$ cat src/slu_pkg.sv
package slu_pkg;

	// fixed field widths of the item and result channels
	localparam int DRAW_W  = 16;
	localparam int PROB_W  = 16;
	localparam int INDEX_W = 12;
	localparam int TOTAL_W = 13;

	// read step counter: site itself, then up to three forward neighbors
	localparam int STEP_W = 2;

	// commands from the controller to the datapath
	typedef struct packed {
		logic              latch;         // capture draws of an accepted transaction
		logic              clear_step;    // write one lattice entry as susceptible
		logic              rd_en;         // issue a lattice read
		logic [STEP_W-1:0] rd_step;       // 0 reads the site, j+1 reads neighbor j
		logic              commit;        // write back the site and load the result
		logic              emit_restart;  // load the result of a restart transaction
	} slu_cmd_t;

	// status from the datapath to the controller
	typedef struct packed {
		logic clear_last;  // the clear pass is at its last entry
	} slu_stat_t;

endpackage

$ cat src/slu_ctrl.sv
module slu_ctrl #(
	parameter int DIMENSIONS = 3
) (
	input  logic               clk,
	input  logic               arst_n,
	input  logic               in_valid,
	input  logic               in_restart,
	output logic               in_ready,
	output logic               out_valid,
	input  logic               out_ready,
	output slu_pkg::slu_cmd_t  cmd,
	input  slu_pkg::slu_stat_t stat
);

	typedef enum logic [5:0] {
		ST_CLEAR = 6'b000001,
		ST_IDLE  = 6'b000010,
		ST_READ  = 6'b000100,
		ST_WAIT  = 6'b001000,
		ST_WRITE = 6'b010000,
		ST_EMIT  = 6'b100000
	} state_t;

	localparam logic [slu_pkg::STEP_W-1:0] LAST_STEP = slu_pkg::STEP_W'(DIMENSIONS);

	state_t                     state_q, state_nx;
	logic [slu_pkg::STEP_W-1:0] step_q, step_nx;
	logic                       rst_pend_q, rst_pend_nx;
	logic                       out_valid_q;
	logic                       slot_free;
	logic                       in_fire;
	logic                       out_set;

	assign slot_free = !out_valid_q || out_ready;
	assign in_ready  = (state_q == ST_IDLE);
	assign in_fire   = in_valid && in_ready;
	assign out_valid = out_valid_q;

	// next state and commands
	always_comb begin
		state_nx    = state_q;
		step_nx     = step_q;
		rst_pend_nx = rst_pend_q;
		out_set     = 1'b0;
		cmd         = '0;
		unique case (state_q)
			ST_CLEAR: begin
				cmd.clear_step = 1'b1;
				if (stat.clear_last) begin
					state_nx = rst_pend_q ? ST_EMIT : ST_IDLE;
				end
			end
			ST_IDLE: begin
				if (in_fire) begin
					cmd.latch = 1'b1;
					step_nx   = '0;
					if (in_restart) begin
						rst_pend_nx = 1'b1;
						state_nx    = ST_CLEAR;
					end else begin
						state_nx = ST_READ;
					end
				end
			end
			ST_READ: begin
				cmd.rd_en   = 1'b1;
				cmd.rd_step = step_q;
				if (step_q == LAST_STEP) begin
					state_nx = ST_WAIT;
				end else begin
					step_nx = step_q + 1'b1;
				end
			end
			ST_WAIT: begin
				state_nx = ST_WRITE;
			end
			ST_WRITE: begin
				if (slot_free) begin
					cmd.commit = 1'b1;
					out_set    = 1'b1;
					state_nx   = ST_IDLE;
				end
			end
			ST_EMIT: begin
				if (slot_free) begin
					cmd.emit_restart = 1'b1;
					out_set          = 1'b1;
					rst_pend_nx      = 1'b0;
					state_nx         = ST_IDLE;
				end
			end
			default: begin
				state_nx = ST_IDLE;
			end
		endcase
	end

	// state registers
	always_ff @(posedge clk or negedge arst_n) begin
		if (!arst_n) begin
			state_q    <= ST_CLEAR;
			step_q     <= '0;
			rst_pend_q <= 1'b0;
		end else begin
			state_q    <= state_nx;
			step_q     <= step_nx;
			rst_pend_q <= rst_pend_nx;
		end
	end

	// result valid flag
	always_ff @(posedge clk or negedge arst_n) begin
		if (!arst_n) begin
			out_valid_q <= 1'b0;
		end else if (out_set) begin
			out_valid_q <= 1'b1;
		end else if (out_ready) begin
			out_valid_q <= 1'b0;
		end
	end

`ifndef NO_ASSERTIONS
	// a result is never loaded over one that is still waiting
	assert property (@(posedge clk) disable iff (!arst_n)
		(cmd.commit || cmd.emit_restart) |-> (!out_valid_q || out_ready))
		else $error("result loaded while output slot busy");

	// the clear pass ends after its last entry
	assert property (@(posedge clk) disable iff (!arst_n)
		(state_q == ST_CLEAR && stat.clear_last) |=> (state_q != ST_CLEAR))
		else $error("clear pass did not end");

	// a restart transaction always yields its result after the clear pass
	assert property (@(posedge clk) disable iff (!arst_n)
		(state_q == ST_CLEAR && stat.clear_last && rst_pend_q) |=> (state_q == ST_EMIT))
		else $error("restart result lost");
`endif

endmodule

$ cat config.mk
export PLATFORM = sky130hd
export DESIGN_NAME = slu_ctrl
export DESIGN_NICKNAME = d
export VERILOG_FILES = /design/src/slu_pkg.sv /design/src/slu_ctrl.sv
export SDC_FILE = /design/constraint.sdc
export NUM_CORES = 1
export LEC_CHECK = 0
export BUFFER_PORTS_ARGS = -buffer_cell sky130_fd_sc_hd__buf_2
export CAP_MARGIN = 40
export CORE_AREA = 2 2 39 41
export DETAILED_ROUTE_END_ITERATION = 10
export DIE_AREA = 0 0 41 43
export PLACE_DENSITY = 0.69
export SKIP_LAST_GASP = 1
export SYNTH_ARGS = -nofsm -noshare
export SYNTH_HDL_FRONTEND = slang
export SYNTH_SLANG_ARGS = --single-unit
$ cat constraint.sdc
create_clock -name clk -period 5.1 [get_ports clk]
set_input_delay 1.275 -clock clk [delete_from_list [all_inputs] [get_ports clk]]
set_output_delay 1.275 -clock clk [all_outputs]
set_load 0.05 [all_outputs]
==> results by group, run 1 <==
Status
  • Status: completed

Finish
  • Fraction of layout cells with a size suffix above 1: 0.338
  • # diodes: 0
  • Final nets: 82
  • Final Util: 0.513
  • Design area: 709 um2
  • Syn-to-layout area delta: 21.7%

Clock tree
  • Hold_buf cts: 0
  • Htree depth: 1
  • Number of setup buffers added after CTS: 0
  • TritonCTS clock tree: yes
  • Bufs on Longest Clock Path: 2
  • Post-CTS Resized: 0
  • Cts bufs inserted: 3
  • Root Driver: clkbuf_4
  • Clock Sinks: 10
  • Skew-Pair Late Insertion Delay: 0.26 ns
  • Clock transition at path regs: 0.06 ns

Global routing
  • GRT Total Usage: 0.150
  • First-pass GRT wire length: 1770 um
  • Largest net degree at the start of global routing: 11
  • Number of global-route vias before repair: 409
  • Grt ovf: 0
  • Initial antenna violation count: 0

Setup path
  • Critical path arrival: 2.08 ns
  • Crit. End Element: output port
  • Crit path kind: in2out
  • Critical Path RT: 3.83 ns
  • Worst-path fanout max: 3
  • Startpoint class of the critical path: input pin

Route
  • Vias: 483
  • Wire length per cell: 12.0 um
  • DRT Pass-1 Iters: 4
  • Remaining antenna violation count: 0
  • DRC: 0
  • DRT iter0 DRCs: 11
  • Vias per cell: 5.37
  • Total wire length: 1080 um

Power
  • Sw frac: 0.453
  • Pwr Density: 592 nW/um2
  • Peak VDD IR: 0.276 mV
  • Power Total: 0.000420 W
  • Comb power frac: 0.518
  • Seq pwr share: 0.317
  • Int Pwr: 0.000230 W
  • Leakage: 0.369 nW
  • Switch Pwr: 0.000190 W
  • Clk pwr share: 0.165

STA
  • Unrepaired setup endpoints after global routing: false
  • Worst Tran Pin Value: 0.441 ns
  • Period utilisation layout: 0.659
  • Setup-failing EPs final: 0
  • Final Worst Setup Slack: 1.74 ns
  • Final hold violations: 0
  • Final Max Tran Viols: 0
  • Slew headroom: 0.704
  • Fmax: 298 MHz
  • Worst-case clock skew: 0.00537 ns
  • Period minus WS final: 3.36 ns
  • Fin Setup TNS: 0 ns

Placement
  • Dpl ws: 1.73 ns
  • Placer Congestion: 0.705
  • Area after DPL: 673 um2
  • Dpl hpwl: 863 um
  • IO buf count: 14

Yosys
  • Synthesized cell area: 583 um2
  • Synth top area share: 0.386
  • Synth area leaders: dfrtp_1 (39%), dfstp_2 (4.5%), mux2i_1 (3.4%)
  • Synth warn: 0
  • Cells after Synth: 56
  • #FFs+latches synth: 10
  • Synth cell types: 31
  • Synth area leader: dfrtp_1
  • Syn Area/Cell: 10.4 um2
  • Synth Net Count: 63
  • Seq/Total Area, Yosys: 0.431

Floorplanning
  • Die width: 41 um
  • # rows: 14
  • Die area: 1760 um2
  • Starting Density: 0.421
  • Die height: 43 um
  • Num ports: 15
  • Core ar.: 1380 um2

Flow run
  • Max_cap viols: 0

Min path
  • Hold Path Class: reg2reg
## flip-flops by register name, summed over array words and instances (netlist names)
register    flops
out_valid       1
rst_pend_q      1
state_q         6
step_q          2
## per-stage QoR
stage / std cells / hold slack, ns
2_1_floorplan: 56 / 0.494
3_3_place_gp: 86 / 0.500
3_5_place_dp: 86 / 0.519
4_1_cts: 90 / 0.533
5_1_grt: 90 / 0.586
6_report: 90 / 0.524
## layout make-up
type,count,area (um2)
fill,126,674
multi-input combinational,44,324
sequential,10,251
timing repair buffer,14,70.1
clock buffer,4,36.3
tap,16,20.0
inverter,2,7.51
## kinds of logic after synthesis
kind of cell    after synthesis  synth area share
buf+inv                       2            0.0129
flops                        10             0.431
simple gates                 27             0.311
xor+xnor                      3            0.0451
compound gates               10             0.124
fa+ha+maj                     1            0.0215
mux                           3            0.0536
## final timing paths
| check | end | slack, ns | start | cells past startpoint |
|---|---|---|---|---|
| max | cmd[0] | 1.74 | out_ready | 5 |
| min | out_valid | 0.52 | out_valid | 2 |
| max reg2reg | state_q[5] | 3.13 | state_q[4] | 4 |
| min reg2reg | out_valid | 0.52 | out_valid | 2 |
| max in group asynchronous | state_q[0] | 3.99 | arst_n | 1 |
| min in group asynchronous | state_q[2] | 0.86 | arst_n | 1 |
## cell usage in the layout, fill, tap and decap left out, types with 2 or more instances in the layout
cell type	n
nor3b_1	2
o21ai_0	4
mux2i_1	2
inv_1	2
clkbuf_4	3
xor2_1	2
nor2_1	3
nand4b_1	2
nand2_1	4
buf_2	14
and2_1	3
nand2b_1	3
dfrtp_1	9
## per-layer routing
| metal | vias to the layer above | wire length (um) | track usage |
|---|---|---|---|
| met5 | - | 0 | 0 |
| met4 | 0 | 14 | 0.0600 |
| met3 | 2 | 39 | 0.0471 |
| met2 | 6 | 536 | 0.216 |
| met1 | 233 | 494 | 0.202 |
| li1 | 242 | - | - |
## Yosys cell counts
master,instances
dfrtp_1,9
nand2_1,4
o21ai_0,4
and2_1,3
nand2b_1,3
nor2_1,3
inv_1,2
mux2i_1,2
nand4b_1,2
nor3b_1,2
xor2_1,2
a22o_1,1
a31oi_1,1
a32o_1,1
and2_2,1
dfstp_2,1
ha_1,1
mux2_2,1
nand3_1,1
nand3b_1,1
nor2b_1,1
nor3_1,1
nor3b_4,1
nor4_1,1
o211ai_2,1
o22ai_1,1
o2bb2ai_1,1
or3_1,1
or3_4,1
or4_4,1
xnor2_1,1
## power by group through the flow
stage	registers, W	clock network (W)	logic (W)
after detailed placement	0.000134	0	0.000220
after global routing	0.000137	0.0000763	0.000238
after floorplan	0.000133	0	0.000176
final	0.000133	0.0000691	0.000217
after CTS	0.000133	0.0000706	0.000221
after global placement	0.000132	0	0.000219
## critical path, stage by stage
cell and delay (ns):
buf_2 0.07, nand2b_1 0.12, nand2_1 0.07, nor3b_1 0.24, buf_2 0.30
Note: power is estimated with default switching activity, not from simulation.
==> inputs of run 2 (changes only) <==
==> constraint.sdc (replaced) <==
create_clock -name clk -period 3.35 [get_ports clk]
set_input_delay 0.8375 -clock clk [delete_from_list [all_inputs] [get_ports clk]]
set_output_delay 0.8375 -clock clk [all_outputs]
set_load 0.05 [all_outputs]
==> run 2 against run 1 <==
  * Hold slack got worse by 0.11 ns
  * Via count up 1.7%
  * Setup slack worse by 1.3 ns
  * Highest routed layer unchanged
  * Clock power rose by 25%
  * Critical endpoint is now cmd[6]
  * Critical path type is now reg2out
  * Register-to-register slack worse by 1.7 ns
  * Cell area decreased by 1.4%
  * Critical path depth decreased by 1
  * First-iteration DRC count fell by 55%
  * Sequential power rose by 52%
  * Non-clock buffer count unchanged
  * Wire length is 0.18% lower
==> results by group, run 2 (synthesis results as in run 1) <==
Route
  • Vias: 491 (was 483)
  • DRC: 0 (unchanged)
  • Remaining antenna violation count: 0 (unchanged)
  • Vias per cell: 5.46 (was 5.37)
  • DRT iter0 DRCs: 5 (was 11)
  • Wire length per cell: 12.0 um (about the same)
  • Total wire length: 1080 um (about the same)
  • DRT Pass-1 Iters: 4 (unchanged)

Setup path
  • Critical Path RT: 2.51 ns (was 3.83 ns)
  • Crit. End Element: output port (unchanged)
  • Worst-path fanout max: 6 (was 3)
  • Startpoint class of the critical path: register (was input pin)
  • Setup slack, reg-to-reg: 1.39 ns (was 3.13 ns)
  • Critical path arrival: 2.05 ns (was 2.08 ns)
  • Crit path kind: reg2out (was in2out)

Finish
  • Largest regs: state_q: 6 flops, step_q: 2 flops (unchanged)
  • Final nets: 82 (unchanged)
  • Syn-to-layout area delta: 20.0% (was 21.7%)
  • Multi-input logic area: 324 um2 (unchanged)
  • Commonest non-fill, non-tap cell in the layout: buf_2 (unchanged)
  • Final Util: 0.505 (was 0.513)
  • FILL cells: 131 (was 126)
  • Largest register FFs: 6 (unchanged)
  • # diodes: 0 (unchanged)
  • Most frequent cells in the layout: buf_2 (14), dfrtp_1 (9), nand2_1 (4), o21ai_0 (4) (unchanged)
  • Storage cell area: 251 um2 (unchanged)
  • Fraction of layout cells with a size suffix above 1: 0.324 (was 0.338)
  • Reg with most FFs: state_q (unchanged)

Clock tree
  • Bufs on Longest Clock Path: 2 (unchanged)
  • Cts bufs inserted: 3 (unchanged)
  • TritonCTS clock tree: yes (unchanged)
  • Skew-Pair Late Insertion Delay: 0.27 ns (was 0.26 ns)
  • Post-CTS Resized: 0 (unchanged)
  • Hold_buf cts: 0 (unchanged)
  • Clock Sinks: 10 (unchanged)
  • Root Driver: clkbuf_4 (unchanged)
  • Htree depth: 1 (unchanged)
  • Clock transition at path regs: 0.06 ns (about the same)
  • Number of setup buffers added after CTS: 0 (unchanged)

Global routing
  • Initial antenna violation count: 0 (unchanged)
  • Largest net degree at the start of global routing: 11 (unchanged)
  • Grt ovf: 0 (unchanged)
  • GRT Total Usage: 0.162 (was 0.150)
  • First-pass GRT wire length: 1870 um (was 1770 um)
  • Number of global-route vias before repair: 460 (was 409)

Status
  • Status: completed (unchanged)

STA
  • Period minus WS final: 2.89 ns
  • Final Worst Setup Slack: 0.464 ns (was 1.74 ns)
  • Final Max Tran Viols: 0 (unchanged)
  • Fin Setup TNS: 0 ns (unchanged)
  • Unrepaired setup endpoints after global routing: false (unchanged)
  • Slew headroom: 0.709 (was 0.704)
  • Setup-failing EPs final: 0 (unchanged)
  • Fmax: 347 MHz
  • Worst Tran Pin Value: 0.432 ns (was 0.441 ns)
  • Period utilisation layout: 0.861
  • Worst-case clock skew: 0.00179 ns (was 0.00537 ns)
  • Final hold violations: 0 (unchanged)

Floorplanning
  • Starting Density: 0.421 (unchanged)
  • Num ports: 15 (unchanged)
  • Core ar.: 1380 um2 (unchanged)
  • Die height: 43 um (unchanged)
  • Die area: 1760 um2 (unchanged)
  • # rows: 14 (unchanged)
  • Die width: 41 um (unchanged)

Power
  • Peak VDD IR: 0.303 mV (was 0.276 mV)
  • Pwr Density: 890 nW/um2 (was 592 nW/um2)
  • Leakage: 0.363 nW (was 0.369 nW)

Placement
  • IO buf count: 14 (unchanged)
  • Placer Congestion: 0.700 (was 0.705)
  • Dpl ws: 0.747 ns (was 1.73 ns)
  • Dpl hpwl: 867 um (was 863 um)

Flow run
  • Max_cap viols: 0 (unchanged)

Min path
  • Hold Path Class: in2async (was reg2reg)
[run 2: layer usage]
layer	track usage	wire, um	share of wire
met5	0	0	0
met4	0.100	30	0.028
met3	0.0471	42	0.039
met2	0.231	515	0.48
met1	0.207	494	0.46
[run 2: area by class of cell]
class,instances,share of cell area
Sequential cell,10,0.360
Multi-Input combinational cell,44,0.463
Inverter,2,0.0107
Timing Repair Buffer,14,0.100
Clock buffer,4,0.0376
Tap cell,16,0.0286
[run 2: power breakdown]
group          leakage, nW  total (W)  switching [W]  internal (W)
logic                0.221   0.000334       0.000210      0.000124
clock network       0.0150  0.0000867      0.0000406     0.0000461
registers            0.127   0.000202      0.0000417      0.000160
[run 2: final timing paths]
path	end	startpoint	cells after the start
min	state_q[2]	arst_n	1
max	cmd[6]	state_q[4]	4
min reg2reg	out_valid	out_valid	2
max reg2reg	state_q[5]	state_q[4]	4
min in group clk	out_valid	out_valid	2
max in group asynchronous	state_q[0]	arst_n	1
[run 2: worst max-delay path, stage by stage (launching register included)]
cell and delay (ns):
dfrtp_1 0.43, or4_4 0.59, nor3b_4 0.31, and2_2 0.19, buf_2 0.25
[run 2: per-stage QoR]
stage / total power (W) / hold WS, ns / cells / area (um2)
3_5_place_dp: 0.000540 / 0.507 / 86 / 673
5_1_grt: 0.000672 / 0.422 / 90 / 699
6_report: 0.000623 / 0.415 / 90 / 699
4_1_cts: 0.000627 / 0.423 / 90 / 699
2_1_floorplan: 0.000471 / 0.494 / 56 / 583
3_3_place_gp: 0.000536 / 0.496 / 86 / 673
==> inputs of run 3 (changes only) <==
--- a/config.mk
+++ b/config.mk
@@ -7,10 +7,10 @@
 export LEC_CHECK = 0
 export BUFFER_PORTS_ARGS = -buffer_cell sky130_fd_sc_hd__buf_2
 export CAP_MARGIN = 40
-export CORE_AREA = 2 2 39 41
+export CORE_MARGIN = 1.5
+export CORE_UTILIZATION = 44
 export DETAILED_ROUTE_END_ITERATION = 10
-export DIE_AREA = 0 0 41 43
-export PLACE_DENSITY = 0.69
+export PLACE_DENSITY = 0.72
 export SKIP_LAST_GASP = 1
 export SYNTH_ARGS = -nofsm -noshare
 export SYNTH_HDL_FRONTEND = slang
==> constraint.sdc (replaced) <==
create_clock -name clk -period 2.6 [get_ports clk]
set_input_delay 0.65 -clock clk [delete_from_list [all_inputs] [get_ports clk]]
set_output_delay 0.65 -clock clk [all_outputs]
set_load 0.05 [all_outputs]
==> run 3 against run 2 <==
  * Wire length grew 24%
  * Combinational power grew 41%
  * Final cell count is 1.1% lower
  * Setup slack got worse by 0.41 ns
  * Flip-flop and latch count unchanged
  * Critical path type unchanged
==> results by group, run 3 (synthesis results as in run 1) <==
Route
  • Remaining antenna violation count: 0 (unchanged)
  • Vias: 491 (unchanged)
  • DRT iter0 DRCs: 12 (was 5)
  • Total wire length: 1340 um (was 1080 um)
  • DRT Pass-1 Iters: 4 (unchanged)
  • DRC: 0 (unchanged)
  • Vias per cell: 5.52 (was 5.46)
  • Wire length per cell: 15.1 um (was 12.0 um)

Finish
  • Largest register FFs: 6 (unchanged)
  • Reg with most FFs: state_q (unchanged)
  • # diodes: 0 (unchanged)
  • Most frequent cells in the layout: buf_2 (13), dfrtp_1 (8), nand2_1 (4), o21ai_0 (4) (was buf_2 (14), dfrtp_1 (9), nand2_1 (4), o21ai_0 (4))
  • Final Util: 0.628 (was 0.505)
  • Final nets: 83 (was 82)
  • Final std cells w/o fill: 89 (was 90)
  • Commonest non-fill, non-tap cell in the layout: buf_2 (unchanged)
  • Largest regs: state_q: 6 flops, step_q: 2 flops (unchanged)
  • Design area: 736 um2 (was 699 um2)
  • Fraction of layout cells with a size suffix above 1: 0.400 (was 0.324)
  • Syn-to-layout area delta: 26.2% (was 20.0%)

Min path
  • Hold Path Class: in2async (unchanged)

Power
  • Peak VDD IR: 0.588 mV (was 0.303 mV)
  • Switch Pwr: 0.000405 W (was 0.000293 W)
  • Leakage: 0.378 nW (was 0.363 nW)
  • Seq pwr share: 0.301 (was 0.324)
  • Int Pwr: 0.000478 W (was 0.000330 W)
  • Clk pwr share: 0.165 (was 0.139)
  • Pwr Density: 1200 nW/um2 (was 890 nW/um2)
  • Comb power frac: 0.534 (was 0.537)
  • Sw frac: 0.459 (was 0.470)

Floorplanning
  • Die area: 1550 um2 (was 1760 um2)
  • Starting Density: 0.498 (was 0.421)
  • Die height: 39.4 um (was 43 um)
  • Die width: 39.4 um (was 41 um)
  • Core ar.: 1170 um2 (was 1380 um2)
  • # rows: 12 (was 14)
  • Num ports: 15 (unchanged)

Placement
  • Placer Congestion: 0.743 (was 0.700)
  • Dpl hpwl: 896 um (was 867 um)
  • Placed cell count: 85 (was 86)
  • Area after DPL: 689 um2 (was 673 um2)
  • IO buf count: 14 (unchanged)
  • Dpl ws: 0.288 ns (was 0.747 ns)

STA
  • Period utilisation layout: 0.978
  • Worst hold margin: 0.223 ns (was 0.415 ns)
  • Fmax: 393 MHz
  • Worst-case clock skew: 0.00310 ns (was 0.00179 ns)
  • Worst Tran Pin Value: 0.394 ns (was 0.432 ns)
  • Period minus WS final: 2.54 ns
  • Final Max Tran Viols: 0 (unchanged)
  • Slew headroom: 0.735 (was 0.709)
  • Final Worst Setup Slack: 0.0583 ns (was 0.464 ns)
  • Final hold violations: 0 (unchanged)
  • Setup-failing EPs final: 0 (unchanged)

Setup path
  • Setup slack, reg-to-reg: 0.61 ns (was 1.39 ns)
  • Worst-path fanout max: 6 (unchanged)
  • R2r endpoint: state_q[5] (unchanged)
  • Startpoint class of the critical path: register (unchanged)
  • Critical Path RT: 1.95 ns (was 2.51 ns)
  • FF-to-FF Start: state_q[4] (unchanged)
  • Crit. End Element: output port (unchanged)
  • Reg2Reg Depth: 4 (unchanged)
  • Critical path arrival: 1.89 ns (was 2.05 ns)
  • Crit path kind: reg2out (unchanged)

Clock tree
  • Skew-Pair Late Insertion Delay: 0.27 ns (about the same)
  • Clock transition at path regs: 0.07 ns (was 0.06 ns)
  • TritonCTS clock tree: yes (unchanged)
  • Root Driver: clkbuf_4 (unchanged)
  • Bufs on Longest Clock Path: 2 (unchanged)
  • Htree depth: 1 (unchanged)
  • Clock Sinks: 10 (unchanged)
  • Cts bufs inserted: 3 (unchanged)

Global routing
  • Met1 Usage GRT: 0.270 (was 0.207)
  • Largest net degree at the start of global routing: 11 (unchanged)
  • GR Layer Usage met3: 0.0511 (was 0.0471)
  • Busiest grt layer: met2 (unchanged)
  • GRT Total Usage: 0.212 (was 0.162)
  • Number of global-route vias before repair: 460 (unchanged)
  • Grt ovf: 0 (unchanged)
  • Met2 Track Usage GR: 0.332 (was 0.231)
  • Initial antenna violation count: 0 (unchanged)
  • First-pass GRT wire length: 2110 um (was 1870 um)

Status
  • Status: completed (unchanged)

Flow run
  • Max_cap viols: 0 (unchanged)
-- run 3: routing by layer --
layer	share of wire	vias to the layer above
met3	0.034	4
met4	0.016	0
met2	0.51	11
met5	0	-
met1	0.44	233
li1	-	243
-- run 3: timing repair --
item,CTS,global route
setup endpoints to repair,2,1
gates resized for setup,2,1
buffers inserted,0,0
hold buffers,0,0
-- run 3: worst max path at each step --
stage                          start  endpoint  cells past startpoint
after CTS                 state_q[4]    cmd[6]                      4
after global placement    state_q[4]    cmd[6]                      4
after detailed placement  state_q[1]    cmd[0]                      4
after floorplan           state_q[4]    cmd[6]                      3
final                     state_q[4]    cmd[6]                      4
after global routing      state_q[1]    cmd[0]                      4
-- run 3: worst max-delay path, cell delays in order, from the launching register on --
cell and delay [ns]:
dfrtp_2 0.45, or4_4 0.58, nor3b_4 0.23, and2_4 0.17, buf_4 0.18
-- run 3: final cells by class --
cell class,count,area (um2)
multi-input cells,44,342
fillers,95,435
well taps,14,17.5
repair buffers,15,80.1
inverters,2,7.51
flip-flops and latches,10,253
clock buffers,4,36.3
-- run 3: power by group through the flow --
| stage | registers, W | clock network, W | logic, W |
|---|---|---|---|
| after floorplan | 0.000262 | 0 | 0.000354 |
| after global placement | 0.000263 | 0 | 0.000453 |
| after detailed placement | 0.000265 | 0 | 0.000457 |
| after CTS | 0.000265 | 0.000146 | 0.000469 |
| after global routing | 0.000276 | 0.000151 | 0.000507 |
| final | 0.000266 | 0.000145 | 0.000472 |
-- run 3: stage by stage --
stage	setup TNS [ns]	power, W
after global routing	-0.0176	0.000933
after CTS	0	0.000880
final	0	0.000883
after floorplan	-0.000536	0.000616
after detailed placement	0	0.000722
after global placement	0	0.000715
